$ cat src/sv/c2cw_pkg.sv
// ----------------------------------------------------------------------------
// c2cw_pkg
// Types and fixed constants of the clamped-window 2D correlation unit.
// ----------------------------------------------------------------------------
`default_nettype none

package c2cw_pkg;

    localparam int DIM_W      = 10;
    localparam int KSIZE_W    = 3;
    localparam int COORD_W    = 9;
    localparam int PIXEL_W    = 8;
    localparam int CIDX_W     = 3;
    localparam int COEF_W     = 16;
    localparam int RESULT_W   = 16;
    localparam int FRAC_W     = 14;
    localparam int CMD_W      = 2;
    localparam int CFG_IDX_W  = 2;
    localparam int CFG_DATA_W = 10;

    localparam logic [DIM_W-1:0]   WIDTH_RESET  = 10'd512;
    localparam logic [DIM_W-1:0]   HEIGHT_RESET = 10'd512;
    localparam logic [KSIZE_W-1:0] KSIZE_RESET  = 3'd3;

    localparam logic signed [RESULT_W-1:0] RESULT_MAX = 16'sh7fff;
    localparam logic signed [RESULT_W-1:0] RESULT_MIN = 16'sh8000;

    typedef enum logic [CMD_W-1:0] {
        CMD_PIXEL   = 2'd0,
        CMD_COEF    = 2'd1,
        CMD_COMPUTE = 2'd2
    } cmd_t;

    typedef enum logic [CFG_IDX_W-1:0] {
        CFG_IMAGE_WIDTH  = 2'd0,
        CFG_IMAGE_HEIGHT = 2'd1,
        CFG_KERNEL_SIZE  = 2'd2
    } cfg_index_t;

    typedef struct packed {
        logic [CMD_W-1:0]         cmd;
        logic [COORD_W-1:0]       x;
        logic [COORD_W-1:0]       y;
        logic [PIXEL_W-1:0]       pixel;
        logic [CIDX_W-1:0]        coef_i;
        logic [CIDX_W-1:0]        coef_j;
        logic signed [COEF_W-1:0] coef;
    } in_item_t;

    typedef struct packed {
        logic signed [RESULT_W-1:0] result;
        logic                       saturated;
    } out_item_t;

    typedef struct packed {
        logic wr_pixel;
        logic wr_coef;
        logic start;
        logic issue;
        logic finish;
    } ctrl_cmd_t;

    typedef struct packed {
        logic no_taps;
        logic tap_last;
        logic pipe_busy;
        logic out_busy;
    } ctrl_status_t;

endpackage

`default_nettype wire

$ cat src/sv/c2cw_ctrl.sv
// ----------------------------------------------------------------------------
// c2cw_ctrl
// Sequencer: accepts transactions, walks the kernel taps, drains the
// datapath pipeline and hands the result to the output register.
// ----------------------------------------------------------------------------
`default_nettype none

module c2cw_ctrl (
    input  wire logic                      clk,
    input  wire logic                      rst_n,
    input  wire logic                      in_valid,
    output logic                           in_ready,
    input  wire logic [c2cw_pkg::CMD_W-1:0] in_cmd,
    input  wire c2cw_pkg::ctrl_status_t    status,
    output c2cw_pkg::ctrl_cmd_t            ctrl
);

    typedef enum logic [1:0] {
        ST_IDLE,
        ST_ISSUE,
        ST_DRAIN
    } state_t;

    state_t state_reg;
    state_t state_next;
    logic   ready_reg;
    logic   ready_next;
    logic   accept;

    always_comb
    begin
        accept          = in_valid && ready_reg;
        ctrl.wr_pixel   = accept && (in_cmd == c2cw_pkg::CMD_PIXEL);
        ctrl.wr_coef    = accept && (in_cmd == c2cw_pkg::CMD_COEF);
        ctrl.start      = accept && (in_cmd == c2cw_pkg::CMD_COMPUTE);
        ctrl.issue      = (state_reg == ST_ISSUE);
        ctrl.finish     = (state_reg == ST_DRAIN) && !status.pipe_busy && !status.out_busy;
        state_next      = state_reg;
        ready_next      = ready_reg;
        unique case (state_reg)
            ST_IDLE:
            begin
                ready_next = 1'b1;
                if (ctrl.start)
                begin
                    ready_next = 1'b0;
                    state_next = status.no_taps ? ST_DRAIN : ST_ISSUE;
                end
            end
            ST_ISSUE:
            begin
                if (status.tap_last)
                begin
                    state_next = ST_DRAIN;
                end
            end
            ST_DRAIN:
            begin
                if (ctrl.finish)
                begin
                    state_next = ST_IDLE;
                    ready_next = 1'b1;
                end
            end
            default:
            begin
                state_next = ST_IDLE;
                ready_next = 1'b0;
            end
        endcase
    end

    always_ff @(posedge clk or negedge rst_n)
    begin
        if (!rst_n)
        begin
            state_reg <= ST_IDLE;
            ready_reg <= 1'b0;
        end
        else
        begin
            state_reg <= state_next;
            ready_reg <= ready_next;
        end
    end

    assign in_ready = ready_reg;

endmodule

`default_nettype wire

$ cat config.mk
export PLATFORM = sky130hd
export DESIGN_NAME = c2cw_ctrl
export DESIGN_NICKNAME = d
export VERILOG_FILES = /design/src/sv/c2cw_pkg.sv /design/src/sv/c2cw_ctrl.sv
export SDC_FILE = /design/constraint.sdc
export NUM_CORES = 1
export LEC_CHECK = 0
export BUFFER_PORTS_ARGS = -buffer_cell sky130_fd_sc_hd__buf_2
export CAP_MARGIN = 5
export CORE_AREA = 2 2 39 41
export CTS_CLUSTER_DIAMETER = 40
export DETAILED_ROUTE_END_ITERATION = 8
export DIE_AREA = 0 0 41 43
export GPL_ROUTABILITY_DRIVEN = 0
export SYNTH_ARGS = -nofsm -noshare
export SYNTH_HDL_FRONTEND = slang
export SYNTH_SLANG_ARGS = --single-unit
$ cat constraint.sdc
create_clock -name clk -period 2.4 [get_ports clk]
set_input_delay 0.36 -clock clk [delete_from_list [all_inputs] [get_ports clk]]
set_output_delay 0.36 -clock clk [all_outputs]
set_load 0.005 [all_outputs]
==> results.md, run 1 <==
* Status: complete, no violations
* Area Overhead vs Synth at 66.4%
* Drt total wl at 515 um
* FMAX at ~0.67 GHz
* Initial antenna violation count at 0
* Avg Vias per Cell at between 4 and 5
* Number of library cell types mapped by synthesis at 15
* Largest net degree at the start of global routing at 6
* Crit path DAT at roughly 1.1 ns
* Endpoints failing hold at 0
* Critical path data required time at 2.04 ns
* Rows at 14
* Setup violators final at 0
* #FFs+latches synth at 3
* Kind of cell adding the most delay to the critical path: flip-flops
* H-Tree Depth at 1
* Top routing layer in use: met3
* Critical setup path kind: reg -> out
* Total power at between 0.0002 and 0.00025 W
* Share of cells above drive strength 1 at 0.500
* CTS hold repair buffers at 1
* CTS-repair resized insts at 0
* TritonCTS clock tree: yes
* CP Launch Type: register
* Reg power frac at 0.350
* Clk_skew at ~0.00008 ns
* Minimum clock period at 1.50 ns
* Port bufs at 14
* Worst path buffer plus inverter count at 1
* WL met2 at roughly 250 um
* Clk sinks at 3
* Psw at roughly 0.000057 W
* Clk pwr share at 0.437
* Post-synthesis area per instance at ~10 um2
* Drt drc at 0
* Internal power at between 0.0001 and 0.00015 W
* DRC violation total after the first TritonRoute iteration at 7
* Most frequent cells in the layout: 14 x buf_2, 3 x clkbuf_4, 3 x dfrtp_1
* Switch share at 0.281
* Routed wl met3 at around 57 um
* Slew Viols, Final at 0
* Fin nets at 48
* CP cell instances: nor4b_1 > buf_2
* CTS buffer count at 3
* Grt ovf at 0
* Reg2Reg Depth at 3
* Yosys warns at 0
* Slowest Stage Delay on Critical Path at 0.44 ns
* Worst-path clk slew at ~0.04 ns
* Core area at around 0.0014 mm2
* First-pass GRT wire length at roughly 760 um
* TritonRoute pass-1 iters at 3
* Die footprint at between 0.0015 and 0.002 mm2
* Max Cap Viol at 0
* Vias in the first global route at just over 200
* Combinational power share at 0.213
* Setup bufs post-CTS at 0
* Die Ht at between 40 and 50 um
* Die X at between 40 and 50 um
* Most common cell after layout, fill and taps aside: buf_2
* Starting density of the core at 0.137
* Setup TNS at 0 ns
* Root Buffer: clkbuf_4
* I/O Pins at 15
* GRT Total Usage at 0.0631
* Slew HR at 0.821
* Syn nets at 28
* Hold path depth at 2
* DR WL/cell at roughly 9.5 um
* Sequential area share after synthesis at 0.395
* Clock Latency Late Sink at between 0.2 and 0.25 ns
* Largest register FFs at 2
* Tcrit/Tclk final at 0.624
* Total number of vias at 217
* CP Capture Type: output port
* Cells after Synth at 19
* Levels on crit path at 2
* Slew @ Worst Pin at about 0.27 ns
* Critical Path Fanout Max at 5
* Crit-path slowest cell: dfrtp_1
* RSZ-0062 raised after global routing: no
* PwrDens at around 640 mW/mm2
* N_diodes at 0
* Metal1 wirelength at 211 um
* Final HPWL DP at between 400 and 500 um
* VDD IR max at roughly 0.00015 V
* Post-DRT Antenna Nets at 0
* CTS Buffer Depth at 2
* LEAKAGE at approximately 0.17 nW
* HP Class: in -> reg
* Synthesized area at ~190 um2
* Fill cells at roughly 160
-- power groups by stage --
stage,sequential (W),clock (W),combinational (W)
6_report,0.0000714,0.0000891,0.0000435
5_1_grt,0.0000733,0.000102,0.0000491
4_1_cts,0.0000716,0.0000939,0.0000443
3_5_place_dp,0.0000717,0,0.0000428
3_3_place_gp,0.0000718,0,0.0000418
2_1_floorplan,0.0000687,0,0.0000243
-- final cells by class --
class | instances | area, um2 | area share
repair buffers | 15 | 80.1 | 0.253
multi-input cells | 14 | 108 | 0.340
clock buffers | 4 | 26.3 | 0.0830
flip-flops and latches | 3 | 75.1 | 0.237
well taps | 16 | 20.0 | 0.0632
inverters | 2 | 7.51 | 0.0237
-- layer usage --
layer / track usage / vias up
met5: 0 / -
met4: 0.0200 / 0
met3: 0.0314 / 0
met2: 0.109 / 13
met1: 0.0605 / 95
li1: - / 109
-- stage by stage --
| stage | hold WS, ns | cells | utilization | setup WS (ns) | instance area, um2 |
|---|---|---|---|---|---|
| final | 0.384 | 54 | 0.229 | 0.903 | 317 |
| after global routing | 0.380 | 54 | 0.229 | 0.819 | 317 |
| after CTS | 0.385 | 54 | 0.229 | 0.890 | 317 |
| after detailed placement | 0.157 | 49 | 0.203 | 1.13 | 280 |
| after global placement | 0.158 | 49 | 0.203 | 1.15 | 280 |
| after floorplan | 0.0644 | 19 | - | 1.23 | 190 |
-- synth_stat cells --
master    number  share of area
and2b_1        1          0.039
nor3b_4        1          0.099
a221o_1        1          0.053
nor3b_1        1          0.039
a22o_2         1          0.053
dfrtp_1        3           0.39
nand2_1        1          0.020
o21ai_0        1          0.026
inv_1          2          0.039
nor3_1         1          0.026
nor2_1         2          0.039
nand2b_1       1          0.033
nor4b_1        1          0.046
a211oi_1       1          0.039
and4b_1        1          0.053
-- cell families after synthesis --
| family | share of synthesized area |
|---|---|
| AND/OR/NAND/NOR | 0.395 |
| AO/OA/AOI/OAI | 0.171 |
| flip-flops | 0.395 |
| buffers and inverters | 0.0395 |
-- path summary, 6_finish.rpt --
path / to / slack, ns / startpoint
max: ctrl[0] / 0.90 / state_reg[0]
min: state_reg[1] / 0.38 / status[2]
max reg2reg: state_reg[1] / 1.20 / in_ready
min reg2reg: in_ready / 0.60 / in_ready
max in group asynchronous: in_ready / 1.84 / rst_n
min in group asynchronous: state_reg[0] / 0.45 / rst_n
-- worst reg2reg max path, cell delays in order, from the launching register on --
cell and delay, ns:
dfrtp_1 0.41, and4b_1 0.22, nor3b_4 0.16, a221o_1 0.29
Note: power is estimated with default switching activity, not from simulation.
==> inputs of run 2 (changes only) <==
==> constraint.sdc (replaced) <==
create_clock -name clk -period 1.4 [get_ports clk]
set_input_delay 0.21 -clock clk [delete_from_list [all_inputs] [get_ports clk]]
set_output_delay 0.21 -clock clk [all_outputs]
set_load 0.005 [all_outputs]
==> results.md, run 2 (synthesis results as in run 1) <==
* Status: complete, no violations
* DR WL/cell at 9.24 um (-3.1%)
* Routed wl met3 at 62 um (+8.8%)
* CTS-repair resized insts at 0 (unchanged)
* Reg2Reg Depth at 3 (unchanged)
* Largest net degree at the start of global routing at 6 (unchanged)
* First-pass GRT wire length at 759 um (unchanged)
* Endpoints failing hold at 0 (unchanged)
* Slowest Stage Delay on Critical Path at 0.44 ns (about the same)
* Minimum clock period at 1.34 ns
* TritonCTS clock tree: yes
* Max Cap Viol at 0 (unchanged)
* Crit-path slowest cell: dfrtp_1
* GRT Total Usage at 0.0702 (+0.00715)
* Fin nets at 48 (unchanged)
* PwrDens at 1110 mW/mm2 (+72%)
* Final HPWL DP at 381 um (-4.8%)
* Setup bufs post-CTS at 0 (unchanged)
* Setup TNS at 0 ns (unchanged)
* Worst reg2reg startpoint: in_ready
* Avg Vias per Cell at 3.98 (-0.92%)
* Drt drc at 0 (unchanged)
* CTS buffer count at 3 (unchanged)
* Clk sinks at 3 (unchanged)
* CTS Buffer Depth at 2 (unchanged)
* HP Class: in -> reg
* Hold endpoint: state_reg[1]
* FMAX at around 0.75 GHz
* Slew @ Worst Pin at 0.261 ns (-0.00484 ns)
* Slew HR at 0.824 (+0.00326)
* Die footprint at 0.00176 mm2 (unchanged)
* Slew Viols, Final at 0 (unchanged)
* Core area at 0.00138 mm2 (unchanged)
* Worst-path clk slew at 0.04 ns (about the same)
* Largest register FFs at 2 (unchanged)
* H-Tree Depth at 1 (unchanged)
* Port bufs at 14 (unchanged)
* Clk_skew at 0.00251 ns (+0.00243 ns)
* Setup violators final at 0 (unchanged)
* N_diodes at 0 (unchanged)
* Vias in the first global route at 194 (-4.9%)
* TritonRoute pass-1 iters at 1 (-2)
* Rows at 14 (unchanged)
* Post-DRT Antenna Nets at 0 (unchanged)
* Kind of cell adding the most delay to the critical path: flip-flops
* CP Launch Type: register
* Most frequent cells in the layout: 14 x buf_2, 3 x clkbuf_4, 3 x dfrtp_1
* I/O Pins at 15 (unchanged)
* Clock Latency Late Sink at 0.23 ns (about the same)
* Reg-to-reg endpoint: state_reg[1]
* Most common cell after layout, fill and taps aside: buf_2
* Die Ht at 43 um (unchanged)
* Top routing layer in use: met3
* Final std cell area, no fill at 317 um2 (unchanged)
* Die X at 41 um (unchanged)
* Drt total wl at 499 um (-3.1%)
* DRC violation total after the first TritonRoute iteration at 0 (-7)
* Tcrit/Tclk final at 0.956
* LEAKAGE at 0.168 nW (unchanged)
* Critical setup path kind: reg -> out
* Total number of vias at 215 (-0.92%)
* Grt ovf at 0 (unchanged)
* VDD IR max at 0.000184 V (+19%)
* WL met2 at 221 um (-10%)
* Critical path data required time at 1.19 ns (-0.85 ns)
* CP cell instances: nor4b_1 > buf_2
* Root Buffer: clkbuf_4
* Hold path startpoint: status[3]
* Critical Path Fanout Max at 5 (unchanged)
* Crit path DAT at 1.13 ns (about the same)
* Worst path buffer plus inverter count at 1 (unchanged)
* Area Overhead vs Synth at 66.4% (unchanged)
* CP Capture Type: output port
* Metal1 wirelength at 214 um (+1.4%)
* RSZ-0062 raised after global routing: no
* Hold path depth at 2 (unchanged)
* Initial antenna violation count at 0 (unchanged)
* Placed instance area at 280 um2 (unchanged)
* Share of cells above drive strength 1 at 0.500 (unchanged)
* R2R setup slack at 0.21 ns (-0.99 ns)
* Starting density of the core at 0.137 (unchanged)
-- run 2: layer usage --
metal | track usage | up-vias
li1 | - | 108
met4 | 0.0800 | 0
met5 | 0 | -
met2 | 0.0875 | 11
met3 | 0.0314 | 0
met1 | 0.0769 | 96
-- run 2: area by class of cell --
cell class | instances | area [um2]
clock buffer | 4 | 26.3
fill | 154 | 1070
inverter | 2 | 7.51
multi-input combinational | 14 | 108
sequential | 3 | 75.1
tap | 16 | 20.0
timing repair buffer | 15 | 80.1
-- run 2: how the worst max path moves through the flow --
stage | startpoint | slack [ns] | endpoint | depth (start not counted)
floorplan | in_ready | 0.23 | state_reg[1] | 3
global placement | in_ready | 0.25 | state_reg[1] | 3
detailed placement | in_ready | 0.19 | state_reg[1] | 3
CTS | state_reg[0] | 0.05 | ctrl[0] | 2
global route | state_reg[0] | 0.004 | ctrl[0] | 2
finish | state_reg[0] | 0.06 | ctrl[0] | 2
-- run 2: report_power, final --
| part | switching, W | internal, W |
|---|---|---|
| clock | 0.0000479 | 0.000107 |
| sequential | 0.0000218 | 0.000100 |
| combinational | 0.0000302 | 0.0000442 |
-- run 2: what timing repair did --
action / 4_1_cts / 5_1_grt
hold buffers: 1 / 0
endpoints found under the setup margin: 0 / 0
endpoints found under the hold margin: 3 / 0
-- run 2: worst reg2reg max path, stage by stage, from the launching register on --
cell and delay, ns:
dfrtp_1 0.41, and4b_1 0.22, nor3b_4 0.16, a221o_1 0.29
-- run 2: metrics by stage --
step	instances	power, W	setup WS [ns]	hold WS (ns)	util
after floorplan	19	0.000159	0.225	-0.0856	-
final	54	0.000352	0.0621	0.230	0.229
after global placement	49	0.000196	0.249	0.0127	0.203
after global routing	54	0.000378	0.00409	0.250	0.229
after detailed placement	49	0.000197	0.194	0.00804	0.203
after CTS	54	0.000360	0.0505	0.225	0.229
==> inputs of run 3 (changes only) <==
--- a/config.mk
+++ b/config.mk
@@ -12,6 +12,7 @@
 export DETAILED_ROUTE_END_ITERATION = 8
 export DIE_AREA = 0 0 41 43
 export GPL_ROUTABILITY_DRIVEN = 0
+export RECOVER_POWER = 25
 export SYNTH_ARGS = -nofsm -noshare
 export SYNTH_HDL_FRONTEND = slang
 export SYNTH_SLANG_ARGS = --single-unit
==> results.md, run 3 (synthesis results as in run 1) <==
* Total power at 0.000351 W (-0.12%)
* VDD IR max at 0.000184 V (about the same)
* Total number of vias at 215 (unchanged)
* CP Capture Type: output port
* Internal power at 0.000251 W (-0.16%)
* Hold endpoint: state_reg[1]
* First-pass GRT wire length at 759 um (unchanged)
* Slew Viols, Final at 0 (unchanged)
* RSZ-0062 raised after global routing: no
* WL met2 at 221 um (unchanged)
* PwrDens at 1110 mW/mm2 (+0.28%)
* Critical path data required time at 1.19 ns (about the same)
* CTS Buffer Depth at 2 (unchanged)
* Hold path startpoint: status[3]
* Placed instance area at 280 um2 (unchanged)
* Fin nets at 48 (unchanged)
* LEAKAGE at 0.165 nW (-1.6%)
* DR WL/cell at 9.20 um (-0.40%)
* Most frequent cells in the layout: 13 x buf_2, 3 x clkbuf_4, 3 x dfrtp_1
* Critical setup path kind: reg -> out
* Drt total wl at 497 um (-0.40%)
* Reg power frac at 0.348 (about the same)
* Most common cell after layout, fill and taps aside: buf_2
* Initial antenna violation count at 0 (unchanged)
* Die X at 41 um (unchanged)
* Clock Latency Late Sink at 0.23 ns (about the same)
* HP Class: in -> reg
* Combinational power share at 0.211 (about the same)
* Worst-path clk slew at 0.04 ns (about the same)
* Vias in the first global route at 194 (unchanged)
* Tcrit/Tclk final at 0.956 (about the same)
* Root Buffer: clkbuf_4
* Setup bufs post-CTS at 0 (unchanged)
* Endpoints failing hold at 0 (unchanged)
* Largest net degree at the start of global routing at 6 (unchanged)
* CTS-repair resized insts at 0 (unchanged)
* R2R setup slack at 0.21 ns (about the same)
* Worst slack, placed at 0.194 ns (unchanged)
* Critical Path Fanout Max at 5 (unchanged)
* Reg2Reg Depth at 3 (unchanged)
* Setup violators final at 0 (unchanged)
* Switch share at 0.284 (+0.000341)
* Core area at 0.00138 mm2 (unchanged)
* Setup TNS at 0 ns (unchanged)
* Post-DRT Antenna Nets at 0 (unchanged)
* Max Cap Viol at 0 (unchanged)
* Status: complete, no violations
* Fill cells at 155 (+0.65%)
* Routed wl met3 at 62 um (unchanged)
* Worst reg2reg startpoint: in_ready
* TritonRoute pass-1 iters at 1 (unchanged)
* Minimum clock period at 1.34 ns (-0.000000200 ns)
* Clk_skew at 0.00251 ns (+0.0000000100 ns)
* CTS buffer count at 3 (unchanged)
* CTS hold repair buffers at 1 (unchanged)
* DRC violation total after the first TritonRoute iteration at 0 (unchanged)
* Top routing layer in use: met3
* Area Overhead vs Synth at 65.8%
* Final WS setup at 0.0621 ns (+0.000000200 ns)
* Drt drc at 0 (unchanged)
* Slew HR at 0.824 (unchanged)
* N_diodes at 0 (unchanged)
* Clk sinks at 3 (unchanged)
* CP Launch Type: register
* Port bufs at 14 (unchanged)
* H-Tree Depth at 1 (unchanged)
* I/O Pins at 15 (unchanged)
* FMAX at 0.747 GHz (unchanged)
* Largest register FFs at 2 (unchanged)
* Die Ht at 43 um (unchanged)
* Avg Vias per Cell at 3.98 (unchanged)
* GRT Total Usage at 0.0702 (unchanged)
* Share of cells above drive strength 1 at 0.474 (-0.0263)
* Clk pwr share at 0.441 (about the same)
* Grt ovf at 0 (unchanged)
* Final HPWL DP at 381 um (unchanged)
* Rows at 14 (unchanged)
* Slew @ Worst Pin at 0.261 ns (unchanged)
* Crit path DAT at 1.13 ns (about the same)
* Hold path depth at 2 (unchanged)
* Starting density of the core at 0.137 (unchanged)
* Final std cell area, no fill at 315 um2 (-0.40%)
* TritonCTS clock tree: yes
* Metal1 wirelength at 212 um (-0.93%)
* Final core utilization at 0.228 (-0.000904)
* Die footprint at 0.00176 mm2 (unchanged)
* Psw at 0.0000999 W (about the same)
* Reg-to-reg endpoint: state_reg[1]
## run 3: changes by cell type in the layout (fill, tap and decap cells not counted)
cell / previous run / this run
buf_2: 14 / 13
clkbuf_1: 1 / 2
## run 3: critical path, stage by stage, from the launching register on
cell and delay (ns):
dfrtp_1 0.44, nor4b_1 0.30, buf_2 0.16
## run 3: how the worst max path moves through the flow
stage,end,start,slack [ns]
2_1_floorplan,state_reg[1],in_ready,0.23
3_3_place_gp,state_reg[1],in_ready,0.25
5_1_grt,ctrl[0],state_reg[0],0.004
6_report,ctrl[0],state_reg[0],0.06
4_1_cts,ctrl[0],state_reg[0],0.05
3_5_place_dp,state_reg[1],in_ready,0.19
## run 3: final cells by class
| cell class | instances | area (um2) | area share |
|---|---|---|---|
| multi-input combinational | 14 | 108 | 0.341 |
| timing repair buffer | 15 | 78.8 | 0.250 |
| sequential | 3 | 75.1 | 0.238 |
| clock buffer | 4 | 26.3 | 0.0833 |
| tap | 16 | 20.0 | 0.0635 |
| inverter | 2 | 7.51 | 0.0238 |
## run 3: per-layer routing
layer  vias up  global-route usage
met3         0              0.0314
li1        108                   -
met1        96              0.0769
met2        11              0.0875
met5         -                   0
met4         0              0.0800
## run 3: per-stage QoR
stage | instances | hold slack (ns)
finish | 54 | 0.230
global route | 54 | 0.250
CTS | 54 | 0.225
detailed placement | 49 | 0.00804
global placement | 49 | 0.0127
floorplan | 19 | -0.0856
## run 3: power groups by stage
| stage | logic, W | registers, W | clock network [W] |
|---|---|---|---|
| 2_1_floorplan | 0.0000416 | 0.000118 | 0 |
| 3_3_place_gp | 0.0000742 | 0.000121 | 0 |
| 3_5_place_dp | 0.0000739 | 0.000123 | 0 |
| 4_1_cts | 0.0000760 | 0.000123 | 0.000162 |
| 5_1_grt | 0.0000847 | 0.000125 | 0.000168 |
| 6_report | 0.0000740 | 0.000122 | 0.000155 |
